File: src/fpbs_pkg.sv
// Shared types and codes for the flash parameter block scanner.
package fpbs_pkg;

  localparam int unsigned WordW    = 32;
  localparam int unsigned PbW      = 12;
  localparam int unsigned RegionW  = 17;
  localparam int unsigned SeedW    = 16;
  localparam int unsigned OffW     = 16;
  localparam int unsigned WirW     = 11;
  localparam int unsigned CfgIdxW  = 2;
  localparam int unsigned CfgDataW = 17;

  localparam logic [PbW-1:0]     PbReset     = 12'd64;
  localparam logic [RegionW-1:0] RegionReset = 17'd1024;
  localparam logic [SeedW-1:0]   SeedReset   = 16'hA45E;

  typedef enum logic [1:0] {
    PH_IDLE = 2'd0,
    PH_MARK = 2'd1,
    PH_CAND = 2'd2,
    PH_SKIP = 2'd3
  } scan_phase_e;

  typedef enum logic [CfgIdxW-1:0] {
    CFG_PARAM_BYTES  = 2'd0,
    CFG_REGION_WORDS = 2'd1,
    CFG_CRC_SEED     = 2'd2
  } cfg_idx_e;

  typedef struct packed {
    logic [PbW-1:0]     param_bytes;
    logic [RegionW-1:0] region_words;
    logic [SeedW-1:0]   crc_seed;
  } cfg_t;

  typedef struct packed {
    logic [RegionW-1:0] scan_offset;
    logic [RegionW-1:0] record_start;
    logic [WirW-1:0]    word_in_record;
    scan_phase_e        phase;
    logic [WordW-1:0]   check_reg;
    logic [WordW-1:0]   last_check;
  } scan_state_t;

  typedef struct packed {
    logic             found;
    logic [OffW-1:0]  record_offset;
    logic [OffW-1:0]  next_offset;
    logic [WordW-1:0] stored_check;
  } scan_result_t;

endpackage

File: src/fpbs_if.sv
// Request channels of the scanner: flash word input and scan report output.
interface fpbs_in_if;
  logic        valid;
  logic        ready;
  logic [31:0] flash_word;
  logic        region_start;

  modport source (output valid, output flash_word, output region_start, input ready);
  modport sink (input valid, input flash_word, input region_start, output ready);
endinterface

interface fpbs_out_if;
  logic        valid;
  logic        ready;
  logic        found;
  logic [15:0] record_offset;
  logic [15:0] next_offset;
  logic [31:0] stored_check;

  modport source (output valid, output found, output record_offset, output next_offset,
                  output stored_check, input ready);
  modport sink (input valid, input found, input record_offset, input next_offset,
                input stored_check, output ready);
endinterface

File: src/fpbs_step.sv
// Next-state and report logic for one flash word of the record scan.
module fpbs_step import fpbs_pkg::*; (
  input  cfg_t               cfg_i,
  input  scan_state_t        cur_i,
  input  logic [WordW-1:0]   word_i,
  input  logic               start_i,
  output scan_state_t        nxt_o,
  output logic               res_vld_o,
  output scan_result_t       res_o
);

  // Run the 0x1021 checksum over the low n bytes of a word, low byte first.
  function automatic logic [WordW-1:0] crc_word(input logic [WordW-1:0] crc,
                                                input logic [WordW-1:0] w,
                                                input logic [2:0] n);
    logic [WordW-1:0] r;
    logic [7:0]       byt;
    r = crc;
    for (int b = 0; b < 4; b++) begin
      byt = w[8*b +: 8];
      if (3'(b) < n) begin
        for (int k = 7; k >= 0; k--) begin
          if (r[15] ^ byt[k]) begin
            r = (r << 1) ^ 32'h0000_1021;
          end else begin
            r = r << 1;
          end
        end
      end
    end
    return r;
  endfunction

  logic [WirW-1:0]    body_words;
  logic [RegionW-1:0] region_clamp;
  logic signed [18:0] limit;
  logic               limit_pos;

  assign body_words   = WirW'(({1'b0, cfg_i.param_bytes} + 13'd3) >> 2);
  assign region_clamp = cfg_i.region_words[16] ? 17'h10000 : cfg_i.region_words;
  assign limit        = $signed({2'b00, region_clamp}) - 19'sd6
                        - $signed({8'b0, body_words});
  assign limit_pos    = limit > 19'sd0;

  scan_state_t  st;
  logic [12:0]  rem_bytes;
  logic [2:0]   n_bytes;
  logic [17:0]  next_off;
  logic         match;
  logic         in_body;

  always_comb begin
    st        = cur_i;
    res_vld_o = 1'b0;
    res_o     = '0;
    rem_bytes = {1'b0, cfg_i.param_bytes} - {cur_i.word_in_record - 11'd1, 2'b00};
    n_bytes   = (rem_bytes >= 13'd4) ? 3'd4 : rem_bytes[2:0];
    next_off  = {1'b0, cur_i.record_start} + {7'b0, body_words} + 18'd2;
    match     = 1'b0;
    in_body   = {1'b0, cur_i.word_in_record} < ({1'b0, body_words} + 12'd1);

    if (start_i) begin
      st.scan_offset    = '0;
      st.record_start   = '0;
      st.word_in_record = '0;
      st.last_check     = '0;
      st.phase          = PH_MARK;
      next_off          = {7'b0, body_words} + 18'd2;
      in_body           = 1'b1;
    end

    if (start_i && !limit_pos) begin
      // No room for any record: report at once.
      res_vld_o = 1'b1;
      st.phase  = PH_IDLE;
    end else begin
      case (st.phase)
        PH_IDLE: begin
        end
        PH_MARK: begin
          st.record_start   = st.scan_offset;
          st.scan_offset    = st.scan_offset + 17'd1;
          st.word_in_record = 11'd1;
          if (word_i == 32'hFFFF_FFFF) begin
            st.phase     = PH_CAND;
            st.check_reg = {16'b0, cfg_i.crc_seed};
          end else begin
            st.phase = PH_SKIP;
          end
        end
        PH_CAND, PH_SKIP: begin
          st.scan_offset = st.scan_offset + 17'd1;
          if (in_body) begin
            if (st.phase == PH_CAND) begin
              st.check_reg = crc_word(st.check_reg, word_i, n_bytes);
            end
            st.word_in_record = st.word_in_record + 11'd1;
          end else begin
            if (st.phase == PH_CAND) begin
              st.last_check = word_i;
              match         = (st.check_reg == word_i);
            end
            st.scan_offset    = next_off[16:0];
            st.word_in_record = '0;
            st.phase          = PH_MARK;
            if (match) begin
              res_vld_o = 1'b1;
              res_o.found = $signed({1'b0, next_off}) < limit;
              if (res_o.found) begin
                res_o.record_offset = st.record_start[15:0];
                res_o.next_offset   = next_off[15:0];
              end
              st.phase = PH_IDLE;
            end else if (!($signed({1'b0, next_off}) < limit)) begin
              res_vld_o = 1'b1;
              st.phase  = PH_IDLE;
            end
          end
        end
        default: begin
        end
      endcase
    end
    res_o.stored_check = st.last_check;
    nxt_o = st;
  end

endmodule

File: src/flash_param_block_scanner_top.sv
// Top level of the flash parameter block scanner.
//
// Feed the words of a flash parameter region on in_ch_i, one request per word in
// ascending address order, with region_start high on the first word. The block
// walks the back-to-back records (marker, parameter words, checksum word), runs
// the 0x1021 checksum over each record whose marker is all ones, and stops at the
// first 32-bit checksum match or where no further record fits. It then sends one
// report request on out_ch_o: found, the record's offset, the offset past it and
// the last stored checksum word. Words after a report are dropped until a start word.
// Throughput: one word per cycle while out_ch_o does not stall, set by the
// combinational checksum network that folds up to four bytes per word between
// the input and state registers. The closing word waits in the input register,
// its report in the output register. While the receiver stalls, the report holds
// there; one more word is taken into the input register, then in_ch_i stalls.
// Reset clears the scan (idle, waiting for a start word) and loads the
// configuration defaults: 64 parameter bytes, 1024 region words, seed 0xA45E.
// Write configuration on cfg_we_i/cfg_idx_i/cfg_data_i only while no scan runs.
module flash_param_block_scanner_top import fpbs_pkg::*; (
  input  logic                clk_i,
  input  logic                rst_ni,
  fpbs_in_if.sink             in_ch_i,
  fpbs_out_if.source          out_ch_o,
  input  logic                cfg_we_i,
  input  logic [CfgIdxW-1:0]  cfg_idx_i,
  input  logic [CfgDataW-1:0] cfg_data_i
);

  cfg_t             cfg_q;
  scan_state_t      state_q, state_d;
  logic             in_vld_q;
  logic [WordW-1:0] in_word_q;
  logic             in_start_q;
  logic             out_vld_q;
  scan_result_t     out_q;
  scan_result_t     res;
  logic             res_vld;
  logic             fire;
  logic             in_ready;
  logic [WirW-1:0]  body_words;

  // Advance the held word when the report slot is free or being drained.
  assign fire     = in_vld_q && (!out_vld_q || out_ch_o.ready);
  assign in_ready = !in_vld_q || fire;
  assign in_ch_i.ready = in_ready;

  assign body_words = WirW'(({1'b0, cfg_q.param_bytes} + 13'd3) >> 2);

  // Configuration registers; writes to unused indexes are dropped.
  always_ff @(posedge clk_i or negedge rst_ni) begin
    if (!rst_ni) begin
      cfg_q.param_bytes  <= PbReset;
      cfg_q.region_words <= RegionReset;
      cfg_q.crc_seed     <= SeedReset;
    end else if (cfg_we_i) begin
      case (cfg_idx_i)
        CFG_PARAM_BYTES:  cfg_q.param_bytes  <= cfg_data_i[PbW-1:0];
        CFG_REGION_WORDS: cfg_q.region_words <= cfg_data_i[RegionW-1:0];
        CFG_CRC_SEED:     cfg_q.crc_seed     <= cfg_data_i[SeedW-1:0];
        default: begin
        end
      endcase
    end
  end

  // Input register: take a word whenever none is held or the held one moves on.
  always_ff @(posedge clk_i or negedge rst_ni) begin
    if (!rst_ni) begin
      in_vld_q <= 1'b0;
    end else if (in_ready) begin
      in_vld_q <= in_ch_i.valid;
    end
  end

  always_ff @(posedge clk_i) begin
    if (in_ready && in_ch_i.valid) begin
      in_word_q  <= in_ch_i.flash_word;
      in_start_q <= in_ch_i.region_start;
    end
  end

  fpbs_step u_step (
    .cfg_i     (cfg_q),
    .cur_i     (state_q),
    .word_i    (in_word_q),
    .start_i   (in_start_q),
    .nxt_o     (state_d),
    .res_vld_o (res_vld),
    .res_o     (res)
  );

  // Scan state advances once per processed word.
  always_ff @(posedge clk_i or negedge rst_ni) begin
    if (!rst_ni) begin
      state_q <= '{scan_offset: '0, record_start: '0, word_in_record: '0,
                   phase: PH_IDLE, check_reg: '0, last_check: '0};
    end else if (fire) begin
      state_q <= state_d;
    end
  end

  // Report register: hold while the receiver stalls.
  always_ff @(posedge clk_i or negedge rst_ni) begin
    if (!rst_ni) begin
      out_vld_q <= 1'b0;
    end else if (fire && res_vld) begin
      out_vld_q <= 1'b1;
    end else if (out_ch_o.ready) begin
      out_vld_q <= 1'b0;
    end
  end

  always_ff @(posedge clk_i) begin
    if (fire && res_vld) begin
      out_q <= res;
    end
  end

  assign out_ch_o.valid         = out_vld_q;
  assign out_ch_o.found         = out_q.found;
  assign out_ch_o.record_offset = out_q.record_offset;
  assign out_ch_o.next_offset   = out_q.next_offset;
  assign out_ch_o.stored_check  = out_q.stored_check;

  // A new report only comes from a processed word.
  a_report_from_fire: assert property (@(posedge clk_i) disable iff (!rst_ni)
    $rose(out_vld_q) |-> $past(fire && res_vld))
    else $error("report appeared without a processed word");

  // Every report leaves the scan idle.
  a_idle_after_report: assert property (@(posedge clk_i) disable iff (!rst_ni)
    (fire && res_vld) |=> (state_q.phase == PH_IDLE))
    else $error("scan still active after report");

  // A found record spans marker, body and checksum word.
  a_found_span: assert property (@(posedge clk_i) disable iff (!rst_ni)
    (out_vld_q && out_q.found) |->
      (out_q.next_offset == 16'(out_q.record_offset + 16'(body_words) + 16'd2)))
    else $error("found record span mismatch");

  // Inside a candidate the word index never sits on the marker.
  a_cand_index: assert property (@(posedge clk_i) disable iff (!rst_ni)
    (state_q.phase == PH_CAND) |-> (state_q.word_in_record != '0))
    else $error("candidate record lost its word index");

endmodule
File: src/flat_wrapper.sv
// flat-port wrapper written by rule: the top's interface ports become plain ports
module flash_param_block_scanner_top_flat import fpbs_pkg::*;
  (clk_i, rst_ni, cfg_we_i, cfg_idx_i, cfg_data_i, in_ch_i_valid, in_ch_i_flash_word, in_ch_i_region_start, in_ch_i_ready, out_ch_o_valid, out_ch_o_found, out_ch_o_record_offset, out_ch_o_next_offset, out_ch_o_stored_check, out_ch_o_ready);
  fpbs_in_if in_ch_i_i ();
  fpbs_out_if out_ch_o_i ();
  input  logic clk_i;
  input  logic rst_ni;
  input  logic cfg_we_i;
  input  logic [CfgIdxW-1:0] cfg_idx_i;
  input  logic [CfgDataW-1:0] cfg_data_i;
  input wire logic [$bits(in_ch_i_i.valid)-1:0] in_ch_i_valid;
  input wire logic [$bits(in_ch_i_i.flash_word)-1:0] in_ch_i_flash_word;
  input wire logic [$bits(in_ch_i_i.region_start)-1:0] in_ch_i_region_start;
  output wire logic [$bits(in_ch_i_i.ready)-1:0] in_ch_i_ready;
  output wire logic [$bits(out_ch_o_i.valid)-1:0] out_ch_o_valid;
  output wire logic [$bits(out_ch_o_i.found)-1:0] out_ch_o_found;
  output wire logic [$bits(out_ch_o_i.record_offset)-1:0] out_ch_o_record_offset;
  output wire logic [$bits(out_ch_o_i.next_offset)-1:0] out_ch_o_next_offset;
  output wire logic [$bits(out_ch_o_i.stored_check)-1:0] out_ch_o_stored_check;
  input wire logic [$bits(out_ch_o_i.ready)-1:0] out_ch_o_ready;
  assign in_ch_i_i.valid = in_ch_i_valid;
  assign in_ch_i_i.flash_word = in_ch_i_flash_word;
  assign in_ch_i_i.region_start = in_ch_i_region_start;
  assign in_ch_i_ready = in_ch_i_i.ready;
  assign out_ch_o_valid = out_ch_o_i.valid;
  assign out_ch_o_found = out_ch_o_i.found;
  assign out_ch_o_record_offset = out_ch_o_i.record_offset;
  assign out_ch_o_next_offset = out_ch_o_i.next_offset;
  assign out_ch_o_stored_check = out_ch_o_i.stored_check;
  assign out_ch_o_i.ready = out_ch_o_ready;
  flash_param_block_scanner_top u_core (.clk_i(clk_i), .rst_ni(rst_ni), .in_ch_i(in_ch_i_i), .out_ch_o(out_ch_o_i), .cfg_we_i(cfg_we_i), .cfg_idx_i(cfg_idx_i), .cfg_data_i(cfg_data_i));
endmodule
File: config.mk
export PLATFORM = sky130hd
export DESIGN_NAME = flash_param_block_scanner_top_flat
export DESIGN_NICKNAME = d
export VERILOG_FILES = /design/src/fpbs_pkg.sv /design/src/fpbs_if.sv /design/src/fpbs_step.sv /design/src/flash_param_block_scanner_top.sv /design/src/flat_wrapper.sv
export SDC_FILE = /design/constraint.sdc
export NUM_CORES = 1
export LEC_CHECK = 0
export BUFFER_PORTS_ARGS = -buffer_cell sky130_fd_sc_hd__buf_2
export CORE_MARGIN = 3
export CORE_UTILIZATION = 45
export CTS_CLUSTER_DIAMETER = 60
export DETAILED_ROUTE_END_ITERATION = 12
export PLACE_DENSITY = 0.71
export SYNTH_ARGS = -nofsm -noshare
export SYNTH_HDL_FRONTEND = slang
export SYNTH_SLANG_ARGS = --single-unit
File: constraint.sdc
create_clock -name clk_i -period 12.9 [get_ports clk_i]
set_input_delay 1.29 -clock clk_i [delete_from_list [all_inputs] [get_ports clk_i]]
set_output_delay 1.29 -clock clk_i [all_outputs]
set_load 0.005 [all_outputs]
# --- Yosys cells after proc, flatten, opt, wreduce, memory -nomap -nowiden ---
# Index checks and enable logic that the tools add are counted.
totals:
  ff_bits: 256
  inputBits: 57
  out_inout_bits: 67
  word_cells: 359
classes:
  addsub: 11
  order_cmp: 8
  n_eq_ne: 11
  n_mux: 223
  bitwise_logic: 68
  n_reduce_logical: 20
op_table:
  columns: ["cell", "n"]
  rows:
  - ["$mux W32", 24]
  - ["$mux W31", 20]
  - ["$mux W30", 20]
  - ["$mux W29", 20]
  - ["$mux W28", 20]
  - ["$mux W27", 20]
  - ["$mux W26", 20]
  - ["$mux W25", 20]
  - ["$mux W13", 32]
  - ["$not A3 Y3", 32]
  - ["$pmux W45 S2", 1]
  - ["$mux W17", 3]
  - ["$mux W47", 1]
  - ["$mux W45", 1]
  - ["$pmux W17 S2", 1]
  - ["$eq A32 B32 Y1", 1]
  - ["$eq A32 B32 Y1 const B", 1]
  - ["$xor A1 B1 Y1", 32]
  - ["$gt A19 B1 Y1 const B", 1]
  - ["$lt A19 B19 Y1", 1]
  - ["$sub A18 B12 Y19", 1]
  - ["$add A17 B11 Y18", 1]
  - ["$add A18 B2 Y18 const B", 1]
  - ["$mux W18", 1]
  - ["other kinds (32)", 66]

# --- Logic depth before layout (Yosys ltp) ---
# Gate-level depths: netlist of the first run.
logic_depth:
  depth_word: 227
  ltp_mapped: 30
  depth_no_buf: 29

# --- Hierarchy ---
# Synthesis of the first run repeated with hierarchy kept, for this count alone.
unflattened:
  cells_unflattened: 2009
  hier_area_um2: 19695.1
by_module_without_submodules:
  columns: ["mod", "n_inst", "cells_per_inst", "area_each_um2", "seq_area_each_um2"]
  rows:
  - ["fpbs_step", 1, 1570, 10432.5, 0.0]
  - ["flash_param_block_scanner_top", 1, 439, 9262.6, 6909.1]

# --- Least setup slack after synthesis of the first run ---
# Ideal clock, no wire load.
synth_path:
  path_kind: "flip-flop to flip-flop"
  start: "register u_core.cfg_q[34] (netlist name)"
  end: "register u_core.out_q, in the netlist u_core.out_ch_o.found (enable)"
  setup_time_ns: 0.509
  t_arrival_ns: 8.120
  required_ns: 12.391
  path_slack_ns: 4.271
  path_stages_with_launch: 28
  path_buffers: 1
  period_less_slack_ns: 8.629
  cell_sequence: "dfrtp_1 -> clkbuf_1 -> o21a_1 -> xor2_1 -> inv_1 -> ha_1 -> inv_1 -> ha_1 -> fa_1 -> a21o_1 -> a21oi_1 -> o21bai_1 -> a21oi_1 -> o21bai_1 -> a21oi_1 -> o21bai_1 -> a21oi_1 -> nor2b_1 -> o21a_1 -> and3_1 -> xnor2_1 -> nor2_1 -> ha_1 -> o211ai_1 -> nor3_1 -> or3b_2 -> nand2_1 -> a21oi_1"
synth_between:
  elab_chain_len: 11
  word_cells_on_any_way: 19
  cone_classes: "add/sub: 6; order compare: 3; mux: 7; reduce/logical: 3"
synth_lines:
  columns: ["item", "line_no", "text"]
  rows:
  - ["from (decl)", "flash_param_block_scanner_top.sv:28", "cfg_t cfg_q;"]
  - ["$add A12 B2 Y13", null, null]
  - ["$add A17 B11 Y18", "fpbs_step.sv:58", "next_off = {1'b0, cur_i.record_start} + {7'b0, body_words} + 18'd2;"]
  - ["$add A18 B2 Y18", "fpbs_step.sv:58", null]
  - ["$mux W18", "fpbs_step.sv:62", "if (start_i) begin"]
  - ["named net u_core.u_step.next_off[15]", "fpbs_step.sv:48", "logic [17:0] next_off;"]
  - ["$lt A19 B19 Y1", "fpbs_step.sv:114", "end else if (!($signed({1'b0, next_off}) < limit)) begin"]
  - ["$mux W1", "fpbs_step.sv:114", null]
  - ["$mux W1", "fpbs_step.sv:106", "if (match) begin"]
  - ["$mux W1", "fpbs_step.sv:93", "if (in_body) begin"]
  - ["$mux W1", "fpbs_step.sv:77", "case (st.phase)"]
  - ["$mux W1", "fpbs_step.sv:72", "if (start_i && !limit_pos) begin"]
  - ["$logic_and A1 B1 Y1", "flash_param_block_scanner_top.sv:113", "if (fire && res_vld) begin"]
  - ["to (signal assigned)", "flash_param_block_scanner_top.sv:114", "out_q <= res;"]
  - ["to (decl)", "flash_param_block_scanner_top.sv:34", "scan_result_t out_q;"]
# The timed path passes the listed nets, and every way through them passes these cells.
# A chain may end at the register's enable or synchronous reset.

# --- Worst setup path in the final report of the first run ---
layout_path:
  start: "register u_core.cfg_q[34] (netlist name)"
  end: "register u_core.out_q, in the netlist u_core.out_ch_o.stored_check[19] (enable)"
# Same word-level chain as after synthesis.

==> results of run 1 <==
-- worst max path at each step --
stage | start | to | slack [ns]
2_1_floorplan | u_core.cfg_q[34] | u_core.out_ch_o.found | 4.27
3_3_place_gp | u_core.cfg_q[34] | u_core.out_ch_o.stored_check[26] | 5.07
3_5_place_dp | u_core.cfg_q[34] | u_core.out_ch_o.stored_check[26] | 4.82
4_1_cts | u_core.cfg_q[34] | u_core.out_ch_o.stored_check[17] | 4.80
5_1_grt | u_core.cfg_q[34] | u_core.out_ch_o.stored_check[19] | 4.29
6_report | u_core.cfg_q[34] | u_core.out_ch_o.stored_check[19] | 4.78
-- registers in the layout (all words and copies together) (netlist names) --
name,count
u_core.cfg_q,45
u_core.in_start_q,1
u_core.in_vld_q,1
u_core.in_word_q,32
u_core.out_ch_o.found,1
u_core.out_ch_o.next_offset,16
u_core.out_ch_o.record_offset,16
u_core.out_ch_o.stored_check,32
u_core.out_ch_o.valid,1
u_core.state_q,111
-- worst register-to-register path, stage by stage, from the launching register on --
cell	delay (ns)
dfrtp_1	1.02
o21a_1	0.34
xor2_1	0.45
inv_1	0.24
ha_1	0.34
inv_1	0.04
ha_1	0.22
fa_1	0.42
a21o_1	0.20
a21oi_1	0.22
o21bai_1	0.09
a21oi_1	0.22
o21bai_1	0.09
a21oi_1	0.23
o21bai_1	0.10
a21oi_1	0.28
nor2b_1	0.09
o21a_1	0.20
and3_1	0.21
xnor2_1	0.20
nor2_1	0.09
ha_1	0.32
o211ai_1	0.09
nor3_1	0.31
or3b_2	0.19
nand2_1	0.10
a21oi_4	0.89
buf_4	0.55
-- through the flow --
stage	hold WS, ns	utilization	instances	setup WS, ns
2_1_floorplan	0.4497	-	2032	4.271
3_3_place_gp	0.4619	0.4825	2589	5.070
3_5_place_dp	0.4699	0.4825	2589	4.816
4_1_cts	0.4833	0.5089	2647	4.801
5_1_grt	0.4997	0.5089	2647	4.294
6_report	0.4809	0.5089	2647	4.784
-- cell families after synthesis --
family                   count (synthesis)
AND/OR/NAND/NOR                        659
multiplexers                            77
AO/OA/AOI/OAI                          505
flip-flops                             256
buffers and inverters                  200
adder cells (fa/ha/maj)                 83
XOR/XNOR                               252
-- cell type report --
class                      count  share of cell area
sequential                   256              0.3302
multi-input combinational   1576              0.5329
clock buffer                  44             0.04479
tap                          532             0.03182
inverter                      74             0.01328
timing repair buffer         151             0.03977
clock inverter                14            0.007177
-- per-layer routing --
metal | up-vias | GRT usage | part of all wire
li1 | 7349 | - | -
met1 | 7616 | 0.3280 | 0.41
met2 | 556 | 0.4667 | 0.50
met3 | 139 | 0.02947 | 0.051
met4 | 0 | 0.1102 | 0.046
met5 | - | 0 | 0
-- layout by cell type (no fill, tap or decap), drive strengths merged, types with 10 or more instances in the layout --
cell type and n:
nand2 240, xnor2 163, buf 151, dfrtp 148
o21ai 141, nor2 129, a21oi 109, edfxtp 98
ha 80, inv 77, xor2 68, mux2 61
nand3 55, clkbuf 44, nor2b 43, nor3 41
and2 38, a31oi 30, a21o 28, nand4 26
a21boi 23, a211oi 23, a22o 22, or3 20
nand2b 17, o31ai 17, a22oi 15, mux2i 15
xnor3 15, and3 13, o21bai 13, o211ai 13
nor4 11, dfstp 10
==> flow_metrics.py, run 1 <==
metrics = {
    "outcome": {
        "status": "finished clean",
    },
    "cts": {
        "root_buffer": "clkbuf_16",
        "cts_resized": 0,
        "cts-buffers-inserted": 31,
        "htreeDepth": 1,
        "cts_tree": "yes",
        "clk_pin_slew_worst_paths_ns": 0.06,
        "cts_setup_buffers": 0,
        "cts_hold_buf": 0,
        "clk_path_buf_depth": 3,
        "cts.sinks": 256,
        "worstSkewPairLatency_ns": 0.59,
    },
    "critical_path": {
        "crit_family": "compound AO/OA/AOI/OAI gates",
        "path_buf_inv": 3,
        "slowest_stage": "dfrtp_1",
        "reg2regPathDepth": 27,
        "cp_num_cells": 27,
        "regToRegEndpoint": "u_core.out_ch_o.stored_check[19]",
        "arrival_ns": 8.35,
        "cpMostUsedCell": "a21oi_1",
        "crit_type": "register to register",
        "crit_path_max_fanout": 34,
        "worstReg2RegStart": "u_core.cfg_q[34]",
        "start_kind": "register",
        "cp-end-kind": "register",
        "max_stage_delay_ns": 1.02,
        "required_ns": 13.13,
        "ff2ff_setup_slack_ns": 4.78,
    },
    "global_route": {
        "grt_pass1_vias": 15619,
        "grt.overflow.total": 0,
        "grt_max_degree": 97,
        "grt_pass1_wl_um": 91490,
        "gr-usage-all-layers": 0.2634,
        "antenna_found_initial": 0,
    },
    "yosys": {
        "synth_compound_area_frac": 0.1793,
        "synth.most_common_cell": "nand2_1",
        "synth_ff_type": "dfrtp_1",
        "synth-edff-count": 98,
        "postSynthAreaPerCell_um2": 9.260,
        "synth.mux.area_fraction": 0.04675,
        "synth_cell_types": 105,
        "synth_seq_cells": 256,
        "synth-simple-area-share": 0.1698,
        "yosysWarnings": 0,
        "ys_seq_area_frac": 0.3672,
        "synth_area_leaders": "dfrtp_1 (20%), edfxtp_1 (16%), xnor2_1 (7.2%)",
        "synth_xor_area_frac": 0.1384,
        "synthAdderAreaFrac": 0.05639,
        "synth_common_cells": "nand2_1 (239), xnor2_1 (155), dfrtp_1 (148)",
        "netlist.top_cell.by_area": "dfrtp_1",
        "netlist_instances": 2032,
        "synth_top_family_by_area": "compound AO/OA/AOI/OAI gates",
        "syn_nets": 2172,
        "syn_area_um2": 18820,
        "synth_top_area_share": 0.1968,
        "async_flop_share": 0.6172,
    },
    "floorplan": {
        "dieArea_um2": 44300,
        "die_width_um": 210.5,
        "die_h_um": 210.5,
        "start_util": 0.4577,
        "rows": 74,
        "fp.coreArea_um2": 41110,
        "num_io_pins": 124,
    },
    "route": {
        "drtAntennaViolNets": 0,
        "vias": 15660,
        "drt-initial-drc-count": 1291,
        "via_per_inst": 5.916,
        "wirelength_um": 59400,
        "drt_pass1_iterations": 6,
        "drc": 0,
        "wl_per_cell_um": 22.44,
    },
    "hold_path": {
        "hold_path_startpoint": "u_core.state_q[1]",
        "hold_end": "u_core.state_q[1]",
        "whs_path_depth": 2,
        "hold_class": "register to register",
    },
    "cells_and_area": {
        "drive_gt1_frac": 0.1589,
        "seqCellArea_um2": 6909,
        "fin_area_um2": 20920,
        "nFillCells": 3778,
        "syn2layout_area_growth_pct": 11.19,
        "antennaDiodeCount": 0,
        "nets": 2230,
        "multi_input_area_um2": 11150,
    },
    "timing": {
        "skew_ns": 0.01513,
        "post-route-min-period_ns": 8.116,
        "hold_viol": 0,
        "setup_tns_ns": 0,
        "finalCritPeriodShare": 0.6291,
        "finalSetupViolations": 0,
        "slew_headroom": 0.2408,
        "drv_slew": 0,
        "rsz0062_at_grt": "false",
        "max_clock_freq_mhz": 123.2,
        "worst_pin_slew_ns": 1.136,
    },
    "placed_design": {
        "dpl_cell_area_um2": 19830,
        "place_hpwl_um": 44570,
        "io_buffer_count": 123,
        "finalWeightedCongestion": 0.9792,
    },
    "run": {
        "drv_cap": 0,
    },
}
Power of run 1 is left out: the tool's default activity adds up to more than one toggle a clock period on the data nets, which glitch-free logic cannot reach.
==> run 2, diff against run 1 <==
Clock period 12.9 ns to 8.5 ns, I/O delays scaled along.
==> run 2 against run 1 <==
Cell count is essentially flat. Hold slack lost 0.13 ns. Non-clock buffer count grew 4. Critical path type unchanged. Sequential share of layout area is essentially flat.
==> flow_metrics.py, run 2 (synthesis results as in run 1) <==
metrics = {
    "cells_and_area": {
        "drive_gt1_frac": 0.1592,
        "final_common_cell": "nand2_1",
        "largest_reg_flops": 111,
        "nFillCells": 3765,
        "nets": 2233,
        "regMostFlops": "u_core.state_q",
        "syn2layout_area_growth_pct": 11.15,
        "final_cell_mix": "nand2_1 (238), xnor2_1 (155), dfrtp_1 (148)",
        "reg.largest.list": "u_core.state_q x111, u_core.cfg_q x45",
        "antennaDiodeCount": 0,
    },
    "cts": {
        "cts-buffers-inserted": 30,
        "worstSkewPairLatency_ns": 0.59,
        "clk_pin_slew_worst_paths_ns": 0.07,
        "root_buffer": "clkbuf_16",
        "cts_setup_buffers": 0,
        "cts_tree": "yes",
        "cts.sinks": 256,
        "cts_hold_buf": 0,
        "clk_path_buf_depth": 3,
        "htreeDepth": 1,
        "cts_resized": 0,
    },
    "route": {
        "wirelength_um": 60380,
        "drtAntennaViolNets": 0,
        "drc": 0,
        "drt-initial-drc-count": 1357,
        "drt_pass1_iterations": 6,
        "via_per_inst": 5.980,
        "wl_per_cell_um": 22.79,
        "vias": 15841,
    },
    "floorplan": {
        "start_util": 0.4577,
        "rows": 74,
        "die_width_um": 210.5,
        "die_h_um": 210.5,
        "fp.coreArea_um2": 41110,
        "num_io_pins": 124,
        "dieArea_um2": 44300,
    },
    "critical_path": {
        "slowest_stage": "or3b_2",
        "start_kind": "register",
        "crit_type": "register to register",
        "crit_path_max_fanout": 32,
        "cpMostUsedCell": "a21oi_1",
        "cp-end-kind": "register",
        "arrival_ns": 7.45,
        "max_stage_delay_ns": 0.50,
        "required_ns": 8.79,
    },
    "timing": {
        "max_clock_freq_mhz": 139.6,
        "drv_slew": 0,
        "finalSetupViolations": 0,
        "skew_ns": 0.02686,
        "slew_headroom": 0.2674,
        "worst_pin_slew_ns": 1.089,
        "finalCritPeriodShare": 0.8430,
        "post-route-min-period_ns": 7.165,
        "hold_viol": 0,
        "rsz0062_at_grt": "false",
        "setup_tns_ns": 0,
    },
    "global_route": {
        "grt_max_degree": 95,
        "grt_pass1_vias": 15688,
        "gr-usage-all-layers": 0.2685,
        "grt_pass1_wl_um": 92980,
        "antenna_found_initial": 0,
        "grt.overflow.total": 0,
    },
    "outcome": {
        "status": "finished clean",
    },
    "placed_design": {
        "place_hpwl_um": 45360,
        "io_buffer_count": 123,
        "finalWeightedCongestion": 0.9817,
    },
    "hold_path": {
        "hold_class": "primary input to async pin",
    },
    "run": {
        "drv_cap": 0,
    },
}
[run 2: cell type report]
class                           instances  area [um^2]  area share
Multi-Input combinational cell       1576        11150      0.5331
Timing Repair Buffer                  155        862.1     0.04122
Clock inverter                         13        146.4    0.007000
Clock buffer                           43        902.1     0.04314
Sequential cell                       256         6909      0.3304
Inverter                               74        277.8     0.01328
Tap cell                              532        665.6     0.03183
[run 2: through the flow]
step / setup slack [ns] / util / instances / hold WS, ns / area (um^2)
global placement: 1.513 / 0.4832 / 2593 / 0.4619 / 19860
CTS: 1.335 / 0.5087 / 2649 / 0.3883 / 20910
global route: 0.7257 / 0.5087 / 2649 / 0.4148 / 20910
detailed placement: 1.370 / 0.4832 / 2593 / 0.4701 / 19860
floorplan: 1.322 / - / 2032 / 0.4497 / 18820
finish: 1.335 / 0.5087 / 2649 / 0.3503 / 20910
[run 2: path summary, 6_finish.rpt]
check / startpoint / endpoint / slack [ns] / cells past startpoint
setup reg to reg: u_core.cfg_q[34] / u_core.out_ch_o.stored_check[22] / 1.33 / 29
min in group clk_i: in_ch_i_flash_word[13] / u_core.in_word_q[13] / 0.43 / 1
setup / recovery: u_core.cfg_q[34] / u_core.out_ch_o.stored_check[22] / 1.33 / 29
max in group asynchronous: rst_ni / u_core.state_q[79] / 6.62 / 2
hold reg to reg: u_core.state_q[4] / u_core.state_q[4] / 0.48 / 2
hold / removal: rst_ni / u_core.state_q[27] / 0.35 / 1
[run 2: worst max-delay path: cells and delay by family (launching register included)]
family	cells	cell delay, ns
and+or+nand+nor	6	1.12
adders and majority gates	4	1.29
AOI/OAI and AO/OA	13	2.60
buffers and inverters	4	0.89
DFF	1	0.32
xor gates and xnor gates	2	0.60
[run 2: layer usage]
layer / share of wire / global-route usage / routed length, um
met5: 0 / 0 / 0
met4: 0.062 / 0.1335 / 3768
met3: 0.051 / 0.02724 / 3060
met2: 0.48 / 0.4605 / 29110
met1: 0.40 / 0.3403 / 24430
Power of run 2 is left out for the same reason.
